<file path="src/rtl/msp_pkg.sv">
package msp_pkg;

	// field widths
	localparam int COORD_W    = 8;
	localparam int LEVEL_W    = 8;
	localparam int STYLE_W    = 3;
	localparam int SWIDTH_W   = 9;
	localparam int CFG_IDX_W  = 1;
	localparam int CFG_DATA_W = 9;

	typedef logic [COORD_W-1:0]  coord_t;
	typedef logic [LEVEL_W-1:0]  level_t;
	typedef logic [STYLE_W-1:0]  style_t;
	typedef logic [SWIDTH_W-1:0] swidth_t;

	// marker style codes, the unused codes behave as plus
	localparam style_t STYLE_CROSS   = 3'd0;
	localparam style_t STYLE_PLUS    = 3'd1;
	localparam style_t STYLE_SQUARE  = 3'd2;
	localparam style_t STYLE_CIRCLE  = 3'd3;
	localparam style_t STYLE_DIAMOND = 3'd4;

	// register indexes
	localparam logic [CFG_IDX_W-1:0] REG_STYLE = 1'd0;
	localparam logic [CFG_IDX_W-1:0] REG_WIDTH = 1'd1;

	localparam style_t  STYLE_RESET = STYLE_PLUS;
	localparam swidth_t WIDTH_RESET = 9'd16;

	// output levels
	localparam level_t LEVEL_FULL     = 8'd255;
	localparam level_t LEVEL_NONE     = 8'd0;
	localparam level_t ALPHA_EDGE     = 8'd128;
	localparam level_t ALPHA_EDGE_TIP = 8'd64;

	// circle distance carries 8 fraction bits: radicand scaled by 2^16
	localparam int SQRT_SHIFT = 16;
	// alpha ramp spans two units of doubled radius (one pixel): 512 in 8-bit fraction units
	localparam int RAMP_BITS  = 9;

endpackage

</file>
<file path="src/rtl/msp_pix_if.sv">
interface msp_pix_in_if import msp_pkg::*; ();
	logic   valid;
	logic   ready;
	coord_t row;
	coord_t column;

	modport source (output valid, output row, output column, input ready);
	modport sink (input valid, input row, input column, output ready);
endinterface

interface msp_pix_out_if import msp_pkg::*; ();
	logic   valid;
	logic   ready;
	level_t gray;
	level_t alpha;

	modport source (output valid, output gray, output alpha, input ready);
	modport sink (input valid, input gray, input alpha, output ready);
endinterface

</file>
<file path="src/rtl/marker_sprite_pixel_generator_unit.sv">
// marker sprite pixel generator
//
// pix_in carries one pixel coordinate (row, column) per transaction, pix_out
// returns its gray level and alpha, one result per input, in order. both are
// valid/ready channels; a transaction happens on a rising edge with valid and
// ready high. style and sprite_width are set through the write port (cfg_we,
// cfg_index, cfg_data) by the user while no pixel is in flight; not enforced.
//
// throughput: one pixel per clock while pix_out is not stalled. the path from
// the input transaction to pix_out.valid runs through ROOTB + 5 register
// stages set by the circle path: an input stage, a squaring stage, a sum
// stage, one integer square root stage per result bit (ROOTB of them) and two
// stages that turn the distance into alpha. every style runs the same depth.
//
// reset clears the valid bits and loads style plus, width 16. when the
// receiver stalls, the pipeline keeps filling its empty stages, so pix_in
// stays ready until every stage holds a pixel; nothing is dropped or repeated.
module marker_sprite_pixel_generator_unit import msp_pkg::*; #(
	parameter int MAX_WIDTH = 256
) (
	input  logic                  clk,
	input  logic                  arst_n,
	input  logic                  cfg_we,
	input  logic [CFG_IDX_W-1:0]  cfg_index,
	input  logic [CFG_DATA_W-1:0] cfg_data,
	msp_pix_in_if.sink            pix_in,
	msp_pix_out_if.source         pix_out
);

	// the width register is 9 bits, so the clamp only bites below 511
	localparam int WMAX  = (MAX_WIDTH < 511) ? MAX_WIDTH : 511;
	localparam int WB    = $clog2(WMAX + 1);
	localparam int XW    = ((WB > COORD_W) ? WB : COORD_W) + 2;
	localparam int CMAX  = (2 ** COORD_W) - 1;
	localparam int MM    = ((WMAX - 1) > 2 * CMAX) ? (WMAX - 1) : (2 * CMAX);
	localparam int MB    = $clog2(MM + 1);
	localparam int SB    = 2 * MB + 1;
	localparam int ROOTB = (SB + SQRT_SHIFT + 1) / 2;
	localparam int XRW   = 2 * ROOTB;
	localparam int RW    = ROOTB + 3;
	localparam int NB    = (((WB + 8) > ROOTB) ? (WB + 8) : ROOTB) + 2;
	localparam int SQ0   = 3;
	localparam int SN    = SQ0 + ROOTB;
	localparam int NS    = SN + 2;

	// configuration registers
	style_t  style_q;
	swidth_t width_q;

	always_ff @(posedge clk or negedge arst_n) begin
		if (!arst_n) begin
			style_q <= STYLE_RESET;
			width_q <= WIDTH_RESET;
		end else if (cfg_we) begin
			case (cfg_index)
				REG_STYLE: style_q <= cfg_data[STYLE_W-1:0];
				REG_WIDTH: width_q <= cfg_data[SWIDTH_W-1:0];
				default: ;
			endcase
		end
	end

	// effective width: zero acts as one, large values clamp
	logic [WB-1:0] w_eff;

	always_comb begin
		if (width_q == '0) begin
			w_eff = WB'(1);
		end else if (int'(width_q) > WMAX) begin
			w_eff = WB'(WMAX);
		end else begin
			w_eff = WB'(width_q);
		end
	end

	// valid bits, one per stage, and stage load enables
	// a stage loads when it is empty or its content moves on
	logic [NS-1:0] vld_s;
	logic [NS-1:0] adv;

	always_comb begin
		adv[NS-1] = !vld_s[NS-1] || pix_out.ready;
		for (int k = NS - 2; k >= 0; k--) begin
			adv[k] = !vld_s[k] || adv[k+1];
		end
	end

	always_ff @(posedge clk or negedge arst_n) begin
		if (!arst_n) begin
			vld_s <= '0;
		end else begin
			if (adv[0]) begin
				vld_s[0] <= pix_in.valid;
			end
			for (int k = 1; k < NS; k++) begin
				if (adv[k]) begin
					vld_s[k] <= vld_s[k-1];
				end
			end
		end
	end

	assign pix_in.ready = adv[0];

	// stage 1: offsets and line hits
	logic [XW-1:0] i_x, j_x, w_x, c_x, dxs, dys, a_x, b_x;
	logic [XW-1:0] dx_c, dy_c, mag_a_c, mag_b_c;
	logic          cross_hit, plus_hit;

	always_comb begin
		i_x       = XW'(pix_in.row);
		j_x       = XW'(pix_in.column);
		w_x       = XW'(w_eff);
		c_x       = (w_x - XW'(1)) >> 1;
		cross_hit = (i_x == j_x) || (i_x == (w_x - j_x));
		plus_hit  = (i_x == (w_x >> 1)) || (j_x == (w_x >> 1));
		dxs       = i_x - c_x;
		dys       = j_x - c_x;
		dx_c      = dxs[XW-1] ? (XW'(0) - dxs) : dxs;
		dy_c      = dys[XW-1] ? (XW'(0) - dys) : dys;
		// doubled offsets from the center
		a_x       = (i_x << 1) - (w_x - XW'(1));
		b_x       = (j_x << 1) - (w_x - XW'(1));
		mag_a_c   = a_x[XW-1] ? (XW'(0) - a_x) : a_x;
		mag_b_c   = b_x[XW-1] ? (XW'(0) - b_x) : b_x;
	end

	style_t        style_s1;
	logic          cross_s1, plus_s1;
	logic [XW-1:0] c_s1, dx_s1, dy_s1;
	logic [MB-1:0] maga_s1, magb_s1;
	logic [WB-1:0] w_s1;

	always_ff @(posedge clk) begin
		if (adv[0]) begin
			style_s1 <= style_q;
			cross_s1 <= cross_hit;
			plus_s1  <= plus_hit;
			c_s1     <= c_x;
			dx_s1    <= dx_c;
			dy_s1    <= dy_c;
			maga_s1  <= mag_a_c[MB-1:0];
			magb_s1  <= mag_b_c[MB-1:0];
			w_s1     <= w_eff;
		end
	end

	// stage 2: flat styles resolved, circle offsets squared
	logic [XW-1:0] cmd;
	logic          dia_in, dia_edge;
	level_t        ncg_c, nca_c;

	always_comb begin
		cmd      = c_s1 - dx_s1;
		dia_in   = $signed(cmd) > $signed(dy_s1);
		dia_edge = (cmd == dy_s1);
		case (style_s1)
			STYLE_CROSS: begin
				nca_c = cross_s1 ? LEVEL_FULL : LEVEL_NONE;
				ncg_c = nca_c;
			end
			STYLE_SQUARE: begin
				nca_c = LEVEL_FULL;
				ncg_c = LEVEL_FULL;
			end
			STYLE_CIRCLE: begin
				// alpha comes from the root path
				nca_c = LEVEL_NONE;
				ncg_c = LEVEL_FULL;
			end
			STYLE_DIAMOND: begin
				ncg_c = LEVEL_FULL;
				if (dia_in) begin
					nca_c = LEVEL_FULL;
				end else if (dia_edge) begin
					// the four tips are fainter than the rest of the rim
					nca_c = (dx_s1 == '0 || dy_s1 == '0) ? ALPHA_EDGE_TIP : ALPHA_EDGE;
				end else begin
					nca_c = LEVEL_NONE;
				end
			end
			default: begin
				nca_c = plus_s1 ? LEVEL_FULL : LEVEL_NONE;
				ncg_c = nca_c;
			end
		endcase
	end

	level_t          ncg_s2, nca_s2;
	logic            circ_s2;
	logic [2*MB-1:0] sqa_s2, sqb_s2;
	logic [WB-1:0]   w_s2;

	always_ff @(posedge clk) begin
		if (adv[1]) begin
			ncg_s2  <= ncg_c;
			nca_s2  <= nca_c;
			circ_s2 <= (style_s1 == STYLE_CIRCLE);
			sqa_s2  <= maga_s1 * maga_s1;
			sqb_s2  <= magb_s1 * magb_s1;
			w_s2    <= w_s1;
		end
	end

	// stage 3: sum of squares
	level_t        ncg_s3, nca_s3;
	logic          circ_s3;
	logic [SB-1:0] sum_s3;
	logic [WB-1:0] w_s3;

	always_ff @(posedge clk) begin
		if (adv[2]) begin
			ncg_s3  <= ncg_s2;
			nca_s3  <= nca_s2;
			circ_s3 <= circ_s2;
			sum_s3  <= SB'(sqa_s2) + SB'(sqb_s2);
			w_s3    <= w_s2;
		end
	end

	// square root stages: one root bit per stage, two radicand bits consumed
	// arrays indexed by root stage, each entry lives in its own stage
	logic [RW-1:0]    rem_ss  [ROOTB];
	logic [ROOTB-1:0] root_ss [ROOTB];
	logic [XRW-1:0]   x_ss    [ROOTB];
	logic [WB-1:0]    w_ss    [ROOTB];
	logic             circ_ss [ROOTB];
	level_t           ncg_ss  [ROOTB];
	level_t           nca_ss  [ROOTB];

	logic [RW-1:0]    rem_in  [ROOTB];
	logic [ROOTB-1:0] root_in [ROOTB];
	logic [XRW-1:0]   x_in    [ROOTB];
	logic [WB-1:0]    w_in    [ROOTB];
	logic             circ_in [ROOTB];
	level_t           ncg_in  [ROOTB];
	level_t           nca_in  [ROOTB];

	for (genvar k = 0; k < ROOTB; k++) begin : g_root
		logic [RW-1:0] rr, trial;
		logic          ge;

		if (k == 0) begin : g_first
			assign rem_in[k]  = '0;
			assign root_in[k] = '0;
			assign x_in[k]    = XRW'({sum_s3, {SQRT_SHIFT{1'b0}}});
			assign w_in[k]    = w_s3;
			assign circ_in[k] = circ_s3;
			assign ncg_in[k]  = ncg_s3;
			assign nca_in[k]  = nca_s3;
		end else begin : g_next
			assign rem_in[k]  = rem_ss[k-1];
			assign root_in[k] = root_ss[k-1];
			assign x_in[k]    = x_ss[k-1];
			assign w_in[k]    = w_ss[k-1];
			assign circ_in[k] = circ_ss[k-1];
			assign ncg_in[k]  = ncg_ss[k-1];
			assign nca_in[k]  = nca_ss[k-1];
		end

		always_comb begin
			rr    = {rem_in[k][RW-3:0], x_in[k][XRW-1 -: 2]};
			trial = RW'({root_in[k], 2'b01});
			ge    = (rr >= trial);
		end

		always_ff @(posedge clk) begin
			if (adv[SQ0+k]) begin
				rem_ss[k]  <= ge ? (rr - trial) : rr;
				root_ss[k] <= {root_in[k][ROOTB-2:0], ge};
				x_ss[k]    <= x_in[k] << 2;
				w_ss[k]    <= w_in[k];
				circ_ss[k] <= circ_in[k];
				ncg_ss[k]  <= ncg_in[k];
				nca_ss[k]  <= nca_in[k];
			end
		end
	end

	// distance margin: n = w*256 - doubled distance, clamped to the ramp
	logic [NB-1:0] n_x;

	assign n_x = (NB'(w_ss[ROOTB-1]) << 8) - NB'(root_ss[ROOTB-1]);

	logic                 lo_sn, hi_sn, circ_sn;
	logic [RAMP_BITS-1:0] frac_sn;
	level_t               ncg_sn, nca_sn;

	always_ff @(posedge clk) begin
		if (adv[SN]) begin
			lo_sn   <= n_x[NB-1] || (n_x == '0);
			hi_sn   <= !n_x[NB-1] && (n_x >= NB'(2 ** RAMP_BITS));
			frac_sn <= n_x[RAMP_BITS-1:0];
			circ_sn <= circ_ss[ROOTB-1];
			ncg_sn  <= ncg_ss[ROOTB-1];
			nca_sn  <= nca_ss[ROOTB-1];
		end
	end

	// output stage: alpha = floor(255 * n / 512) inside the ramp
	logic [RAMP_BITS+LEVEL_W-1:0] ramp;
	level_t                       alpha_c;

	always_comb begin
		ramp = ((RAMP_BITS + LEVEL_W)'(frac_sn) << LEVEL_W) - (RAMP_BITS + LEVEL_W)'(frac_sn);
		if (!circ_sn) begin
			alpha_c = nca_sn;
		end else if (lo_sn) begin
			alpha_c = LEVEL_NONE;
		end else if (hi_sn) begin
			alpha_c = LEVEL_FULL;
		end else begin
			alpha_c = ramp[RAMP_BITS+LEVEL_W-1:RAMP_BITS];
		end
	end

	level_t gray_so, alpha_so;

	always_ff @(posedge clk) begin
		if (adv[NS-1]) begin
			gray_so  <= ncg_sn;
			alpha_so <= alpha_c;
		end
	end

	assign pix_out.valid = vld_s[NS-1];
	assign pix_out.gray  = gray_so;
	assign pix_out.alpha = alpha_so;

	// an empty output stage never blocks the input side
	a_ready_when_out_empty: assert property (@(posedge clk) disable iff (!arst_n)
		!vld_s[NS-1] |-> pix_in.ready)
		else $error("input stalled with an empty output stage");

	// a full pipeline behind a stalled receiver takes nothing new
	a_full_blocks_input: assert property (@(posedge clk) disable iff (!arst_n)
		((&vld_s) && !pix_out.ready) |-> !pix_in.ready)
		else $error("input accepted into a full stalled pipeline");

	// gray is always black or white
	a_gray_levels: assert property (@(posedge clk) disable iff (!arst_n)
		pix_out.valid |-> (pix_out.gray == LEVEL_NONE || pix_out.gray == LEVEL_FULL))
		else $error("gray level other than black or white");

endmodule

</file>
<file path="src/flat_wrapper.sv">
// flat-port wrapper written by rule: the top's interface ports become plain ports
module marker_sprite_pixel_generator_unit_flat import msp_pkg::*;
#(
	parameter int MAX_WIDTH = 256
)
  (clk, arst_n, cfg_we, cfg_index, cfg_data, pix_in_valid, pix_in_row, pix_in_column, pix_in_ready, pix_out_valid, pix_out_gray, pix_out_alpha, pix_out_ready);
  msp_pix_in_if pix_in_i ();
  msp_pix_out_if pix_out_i ();
  input  logic clk;
  input  logic arst_n;
  input  logic cfg_we;
  input  logic [CFG_IDX_W-1:0] cfg_index;
  input  logic [CFG_DATA_W-1:0] cfg_data;
  input wire logic [$bits(pix_in_i.valid)-1:0] pix_in_valid;
  input wire logic [$bits(pix_in_i.row)-1:0] pix_in_row;
  input wire logic [$bits(pix_in_i.column)-1:0] pix_in_column;
  output wire logic [$bits(pix_in_i.ready)-1:0] pix_in_ready;
  output wire logic [$bits(pix_out_i.valid)-1:0] pix_out_valid;
  output wire logic [$bits(pix_out_i.gray)-1:0] pix_out_gray;
  output wire logic [$bits(pix_out_i.alpha)-1:0] pix_out_alpha;
  input wire logic [$bits(pix_out_i.ready)-1:0] pix_out_ready;
  assign pix_in_i.valid = pix_in_valid;
  assign pix_in_i.row = pix_in_row;
  assign pix_in_i.column = pix_in_column;
  assign pix_in_ready = pix_in_i.ready;
  assign pix_out_valid = pix_out_i.valid;
  assign pix_out_gray = pix_out_i.gray;
  assign pix_out_alpha = pix_out_i.alpha;
  assign pix_out_i.ready = pix_out_ready;
  marker_sprite_pixel_generator_unit #(.MAX_WIDTH(MAX_WIDTH)) u_core (.clk(clk), .arst_n(arst_n), .cfg_we(cfg_we), .cfg_index(cfg_index), .cfg_data(cfg_data), .pix_in(pix_in_i), .pix_out(pix_out_i));
endmodule
</file>
<file path="config.mk">
export PLATFORM = sky130hd
export DESIGN_NAME = marker_sprite_pixel_generator_unit_flat
export DESIGN_NICKNAME = d
export VERILOG_FILES = /design/src/rtl/msp_pkg.sv /design/src/rtl/msp_pix_if.sv /design/src/rtl/marker_sprite_pixel_generator_unit.sv /design/src/flat_wrapper.sv
export SDC_FILE = /design/constraint.sdc
export NUM_CORES = 2
export LEC_CHECK = 0
export ABC_AREA = 1
export BUFFER_PORTS_ARGS = -buffer_cell sky130_fd_sc_hd__buf_2
export CORE_AREA = 2 2 333 500
export CTS_BUF_LIST = sky130_fd_sc_hd__clkbuf_4 sky130_fd_sc_hd__clkbuf_8
export DETAILED_ROUTE_END_ITERATION = 12
export DIE_AREA = 0 0 335 502
export PLACE_DENSITY_LB_ADDON = 0.25
export SYNTH_ARGS = -nofsm -noshare
export SYNTH_HDL_FRONTEND = slang
export SYNTH_SLANG_ARGS = --single-unit
</file>
<file path="constraint.sdc">
create_clock -name clk -period 12.05 [get_ports clk]
set_clock_uncertainty 0.15 [all_clocks]
set_input_delay 2.41 -clock clk [delete_from_list [all_inputs] [get_ports clk]]
set_output_delay 2.41 -clock clk [all_outputs]
set_load 0.05 [all_outputs]
</file>
# After elaboration in Yosys (flattened, before gate mapping)
# Memories as Yosys holds them, arrays and structs flattened. A register that Yosys moved wholly into a read port is not among the register bits.
# Cells that the tools add are included.
classes:
  n_mux: 70
  n_addsub: 32
  bitwise: 1
  n_reduce_logical: 60
  n_lt_le_gt_ge: 21
  eq_ne: 8
  mul: 2
ops:
  columns: ["operator", "n"]
  rows:
  - ["$mux 21", 18]
  - ["$ge 21x20->1", 17]
  - ["$sub 21x20->21", 17]
  - ["$mux 8", 8]
  - ["$mul 9x9->18", 2]
  - ["$mux 1", 36]
  - ["$mux 9", 4]
  - ["$pmux 8 s4", 1]
  - ["$logic_or 1x1->1", 27]
  - ["$eq 8x8->1", 3]
  - ["$logic_not 1->1", 24]
  - ["$logic_not 11->1", 2]
  - ["$sub 1x11->11 const A", 2]
  - ["$sub 8x10->11", 2]
  - ["$sub 9x11->11", 2]
  - ["$ge 20x10->1 const B", 1]
  - ["$logic_not 20->1", 1]
  - ["$mux 10", 2]
  - ["$add 18x18->19", 1]
  - ["$sub 17x18->19", 1]
  - ["$sub 1x9->9 const A", 2]
  - ["$sub 17x9->17", 1]
  - ["$pmux 8 s2", 1]
  - ["$eq 11x11->1", 1]
  - ["16 further kinds", 18]
totals:
  wordCells: 253
  ramBits: 1782
  ff_bits: 233
  n_memories: 7
  in_bits: 31
mem_list:
  columns: ["name", "words", "width", "read_ports", "rd_ports_with_merged_regs", "write_ports", "line", "text"]
  rows:
  - ["u_core.x_ss", 18, 34, 17, 0, 18, "marker_sprite_pixel_generator_unit.sv:225", "logic [XRW-1:0] x_ss [ROOTB];"]
  - ["u_core.rem_ss", 18, 21, 17, 0, 18, "marker_sprite_pixel_generator_unit.sv:223", "logic [RW-1:0] rem_ss [ROOTB];"]
  - ["u_core.root_ss", 18, 18, 18, 0, 18, "marker_sprite_pixel_generator_unit.sv:224", "logic [ROOTB-1:0] root_ss [ROOTB];"]
  - ["u_core.w_ss", 18, 9, 18, 0, 18, "marker_sprite_pixel_generator_unit.sv:226", "logic [WB-1:0] w_ss [ROOTB];"]
  - ["u_core.nca_ss", 18, 8, 18, 1, 18, "marker_sprite_pixel_generator_unit.sv:229", "level_t nca_ss [ROOTB];"]
  - ["u_core.ncg_ss", 18, 8, 18, 1, 18, "marker_sprite_pixel_generator_unit.sv:228", "level_t ncg_ss [ROOTB];"]
  - ["+1 memories", null, null, null, null, null, null, null]

# Depth between registers and ports, before layout
logic_depth:
  depth_word: 24
  mapped_depth: 25
  mapped_depth_nobuf: 25

# Least setup slack after synthesis
# OpenSTA, ideal clock, no wires.
synth_path:
  kind: "input to output"
  from: "input pix_out_ready"
  to: "output pix_in_ready"
  required_time_ns: 9.490
  t_arrival_ns: 9.675
  path_slack_ns: -0.185
  stages: 12
  path_buffers: 0
  path_cell_list: "inv_1 nand4_1 nor2_2 nand4_2 nor2_2 nand4_2 nor2_4 nand4_4 nor2_4 nand4_4 nor2_4 nand4_2"
synth_between:
  elab_chain_cells: 23
synth_lines:
  columns: ["element", "line", "text"]
  rows:
  - ["start: declaration", "flat_wrapper.sv:21", "input wire logic [$bits(pix_out_i.ready)-1:0] pix_out_ready;"]
  - ["$logic_or 1x1->1", "marker_sprite_pixel_generator_unit.sv:82", "adv[NS-1] = !vld_s[NS-1] || pix_out.ready;"]
  - ["$logic_or 1x1->1 (2 in a row)", "marker_sprite_pixel_generator_unit.sv:84", "adv[k] = !vld_s[k] || adv[k+1];"]
  - ["via u_core.adv[20]", "marker_sprite_pixel_generator_unit.sv:79", "logic [NS-1:0] adv;"]
  - ["$logic_or 1x1->1 (4 in a row)", "marker_sprite_pixel_generator_unit.sv:84", null]
  - ["via u_core.adv[16]", "marker_sprite_pixel_generator_unit.sv:79", null]
  - ["$logic_or 1x1->1 (4 in a row)", "marker_sprite_pixel_generator_unit.sv:84", null]
  - ["via u_core.adv[12]", "marker_sprite_pixel_generator_unit.sv:79", null]
  - ["$logic_or 1x1->1 (4 in a row)", "marker_sprite_pixel_generator_unit.sv:84", null]
  - ["via u_core.adv[8]", "marker_sprite_pixel_generator_unit.sv:79", null]
  - ["$logic_or 1x1->1 (4 in a row)", "marker_sprite_pixel_generator_unit.sv:84", null]
  - ["via u_core.adv[4]", "marker_sprite_pixel_generator_unit.sv:79", null]
  - ["$logic_or 1x1->1 (4 in a row)", "marker_sprite_pixel_generator_unit.sv:84", null]
  - ["end: declaration", "flat_wrapper.sv:17", "output wire logic [$bits(pix_in_i.ready)-1:0] pix_in_ready;"]
# The timed path passes the listed nets, and every way through them passes these cells.

# Worst setup path after layout
# Same ends and word-level chain as after synthesis.

==> results.py <==
metrics = {
    "layout": {
        "fillers": 16240,
        "area_delta_synth_final_pct": 11.96,
        "fin_area_um2": 56670,
        "layout-drive-gt1-share": 0.08752,
        "layout_common_cells": "957 x edfxtp_1, 803 x nand2_1, 747 x inv_1",
        "final_common_cell": "edfxtp_1",
        "multi_input_comb_area_um2": 17920,
        "nets": 5168,
        "finalNonFillerCells": 6998,
        "regArea_um2": 29620,
    },
    "floorplanning": {
        "start_util": 0.3096,
        "die_area_um2": 168200,
        "die_w_um": 335,
        "placementRows": 182,
        "pin_count": 49,
        "die_h_um": 502,
        "coreArea_um2": 163500,
    },
    "clock_tree": {
        "cts.sink_count": 992,
        "ctsResizeCount": 0,
        "root_buffer": "clkbuf_8",
        "post_cts_buffers": 0,
        "cts_buffers": 164,
        "clock_path_buffers": 3,
        "hold_buffers": 0,
        "htreeDepth": 4,
        "cts_tree": "yes",
        "clkSlewWorstSetupHoldPaths_ns": 0.05,
        "clock_latency_ns": 0.86,
    },
    "drt": {
        "first_pass_iters": 5,
        "drc": 0,
        "post_drt_wl_per_cell_um": 15.18,
        "viasPerCell": 4.467,
        "wl_um": 106200,
        "ant_nets": 0,
        "vias": 31260,
        "drtIter0Drc": 1196,
    },
    "yosys": {
        "syn_area_um2": 50620,
        "synth_top_flop_cell": "edfxtp_1",
        "syn_inst": 4569,
        "syn_area_per_cell_um2": 11.08,
        "ys_ff_latch": 992,
        "ys_seq_area_frac": 0.5851,
        "yosysUniqueCellTypes": 69,
        "synth_edf_count": 957,
        "ys_async_sr_fraction": 0.03528,
        "synth_warnings": 0,
    },
    "outcome": {
        "status": "finished, final reports clean",
    },
    "global_routing": {
        "grt_max_degree": 65,
        "antenna_found_initial": 2,
        "grt_pass1_vias": 33160,
        "grt_usage": 0.1283,
        "grt_pass1_wl_um": 167900,
        "grt-ovfl-total": 0,
    },
    "placed_design": {
        "place_area_um2": 53440,
        "gp_congestion": 0.8684,
        "place_inst": 6701,
        "port_buffers": 48,
        "preCtsSetupSlack_ns": 1.671,
        "dp_hpwl_um": 83580,
    },
    "setup_path": {
        "reg2reg_to": "u_core.w_ss[0][8]$_DFFE_PP_",
        "crit_type": "input pin to output port",
        "ff2ff_path_depth": 14,
        "r2r_slack_ns": 6.37,
        "worstSetupStartpointType": "input pin",
        "timing.rr.start": "u_core.vld_s[22]$_DFFE_PN0P_",
        "crit_required_ns": 9.49,
        "cp.arrival_ns": 7.60,
        "end_kind": "output port",
        "cp_max_fo": 64,
    },
    "sta": {
        "maxSlewViolCount": 0,
        "setup_ws_ns": 1.893,
        "rsz0062_at_grt": "no",
        "fin_tns_setup_ns": 0,
        "fmax_mhz": 98.45,
        "max-slew-margin-rel": 0.1742,
        "fin_crit_ns": 10.16,
        "hold_viol": 0,
        "hold-worst-slack_ns": 0.2598,
        "final.period_utilization": 0.8429,
        "setup_viol": 0,
        "tightest_slew_ns": 1.234,
    },
    "pwr": {
        "peakVddDrop_mv": 0.4510,
        "leakagePower_nw": 24.67,
        "power.density_nw_per_um2": 284.0,
    },
    "hold_path": {
        "worst_hold_startpoint": "u_core.x_ss[5][28]$_DFFE_PP_",
        "holdPathStages": 0,
        "hold_path.class": "register to register",
        "holdPathEnd": "u_core.x_ss[6][30]$_DFFE_PP_",
    },
    "job": {
        "max_cap_violations": 0,
    },
}
[cells by family (layout without fill, tap and decap cells)]
logic type                 after synthesis  after routing  synth area share
AOI/OAI and AO/OA                      600            600           0.06513
xor gates and xnor gates               322            322           0.05572
adders and majority gates              386            386            0.1074
DFF                                    992            992            0.5851
and+or+nand+nor                       1446           1446            0.1235
muxes                                    4              4         0.0008898
other                                    2             10         0.0001484
buffers and inverters                  817           1122           0.06204
[synthesized netlist by cell type, drive strengths merged (6+ instances only)]
library cell,instances,area [um^2]
edfxtp,957,28740
nand2,831,3224
inv,758,2850
ha,305,3816
nor2,291,1175
a21oi,253,1266
o21ai,249,1272
xor2,180,1577
nand3,166,853.3
xnor2,142,1244
fa,81,1622
nor3,54,285.3
nand4,46,336.6
clkbuf,38,142.6
dfrtp,33,825.8
nor4,23,143.9
buf,18,131.4
or2,18,112.6
a21boi,15,123.9
o21bai,14,105.1
a31oi,13,81.33
a21o,10,75.07
o31ai,7,52.55
a211oi,6,45.04
o2111ai,6,52.55
[sequential cells by signal, indices dropped and copies added (netlist names), 9 cells and up]
| register | cells |
|---|---|
| u_core.width_q | 9 |
| u_core.root_ss | 170 |
| u_core.rem_ss | 288 |
| u_core.circ_ss | 18 |
| u_core.w_s1 | 9 |
| u_core.sqb_s2 | 17 |
| u_core.frac_sn | 9 |
| u_core.sqa_s2 | 16 |
| u_core.dx_s1 | 11 |
| u_core.magb_s1 | 9 |
| u_core.w_s2 | 9 |
| u_core.w_ss | 162 |
| u_core.dy_s1 | 11 |
| u_core.x_ss | 81 |
| u_core.vld_s | 23 |
| u_core.sum_s3 | 18 |
| u_core.c_s1 | 9 |
| u_core.nca_ss | 54 |
| u_core.ncg_ss | 18 |
| u_core.w_s3 | 9 |
[per-layer routing]
layer	vias to the layer above	GRT usage	wire length (um)
li1	15780	-	-
met1	14770	0.09750	31990
met2	450	0.2860	66270
met3	258	0.02125	2793
met4	0	0.06821	5172
met5	-	0	0
[layout make-up]
class,instances,area share
timing repair buffer,67,0.006756
tap,2116,0.04672
clock buffer,224,0.04866
inverter,761,0.05058
sequential,992,0.5226
clock inverter,70,0.008323
multi-input combinational,2765,0.3163
antenna,3,0.0001325
[per-stage QoR]
step / power (mW) / utilization
finish: 16.09 / 0.3466
global route: 17.61 / 0.3466
CTS: 16.42 / 0.3466
detailed placement: 13.35 / 0.3268
global placement: 13.26 / 0.3268
floorplan: 11.41 / -
[worst max-delay path: stages]
cell,delay [ns]
buf_2,0.10
inv_1,0.08
nand4_1,0.10
buf_4,0.29
nor2_2,0.29
nand4_2,0.22
nor2_2,0.28
nand4_2,0.11
buf_4,0.32
nor2_4,0.24
nand4_4,0.71
nor2_4,0.46
nand4_4,0.66
nor2_4,0.43
nand4_4,0.10
buf_4,0.38
buf_2,0.34
[worst max path at each step]
stage	cells past startpoint	end	from	slack, ns
6_report	17	pix_in_ready	pix_out_ready	1.89
3_3_place_gp	17	pix_in_ready	pix_out_ready	1.74
3_5_place_dp	17	pix_in_ready	pix_out_ready	1.67
2_1_floorplan	12	pix_in_ready	pix_out_ready	0.35
5_1_grt	17	pix_in_ready	pix_out_ready	1.29
4_1_cts	17	pix_in_ready	pix_out_ready	1.65
[power by group]
part | internal (mW) | switching [mW] | leakage, nW
combinational | 2.73 | 4.21 | 13.2
sequential | 5.56 | 0.663 | 9.83
clock | 1.59 | 1.34 | 1.69
No activity file was read; power rests on OpenSTA's default activity.
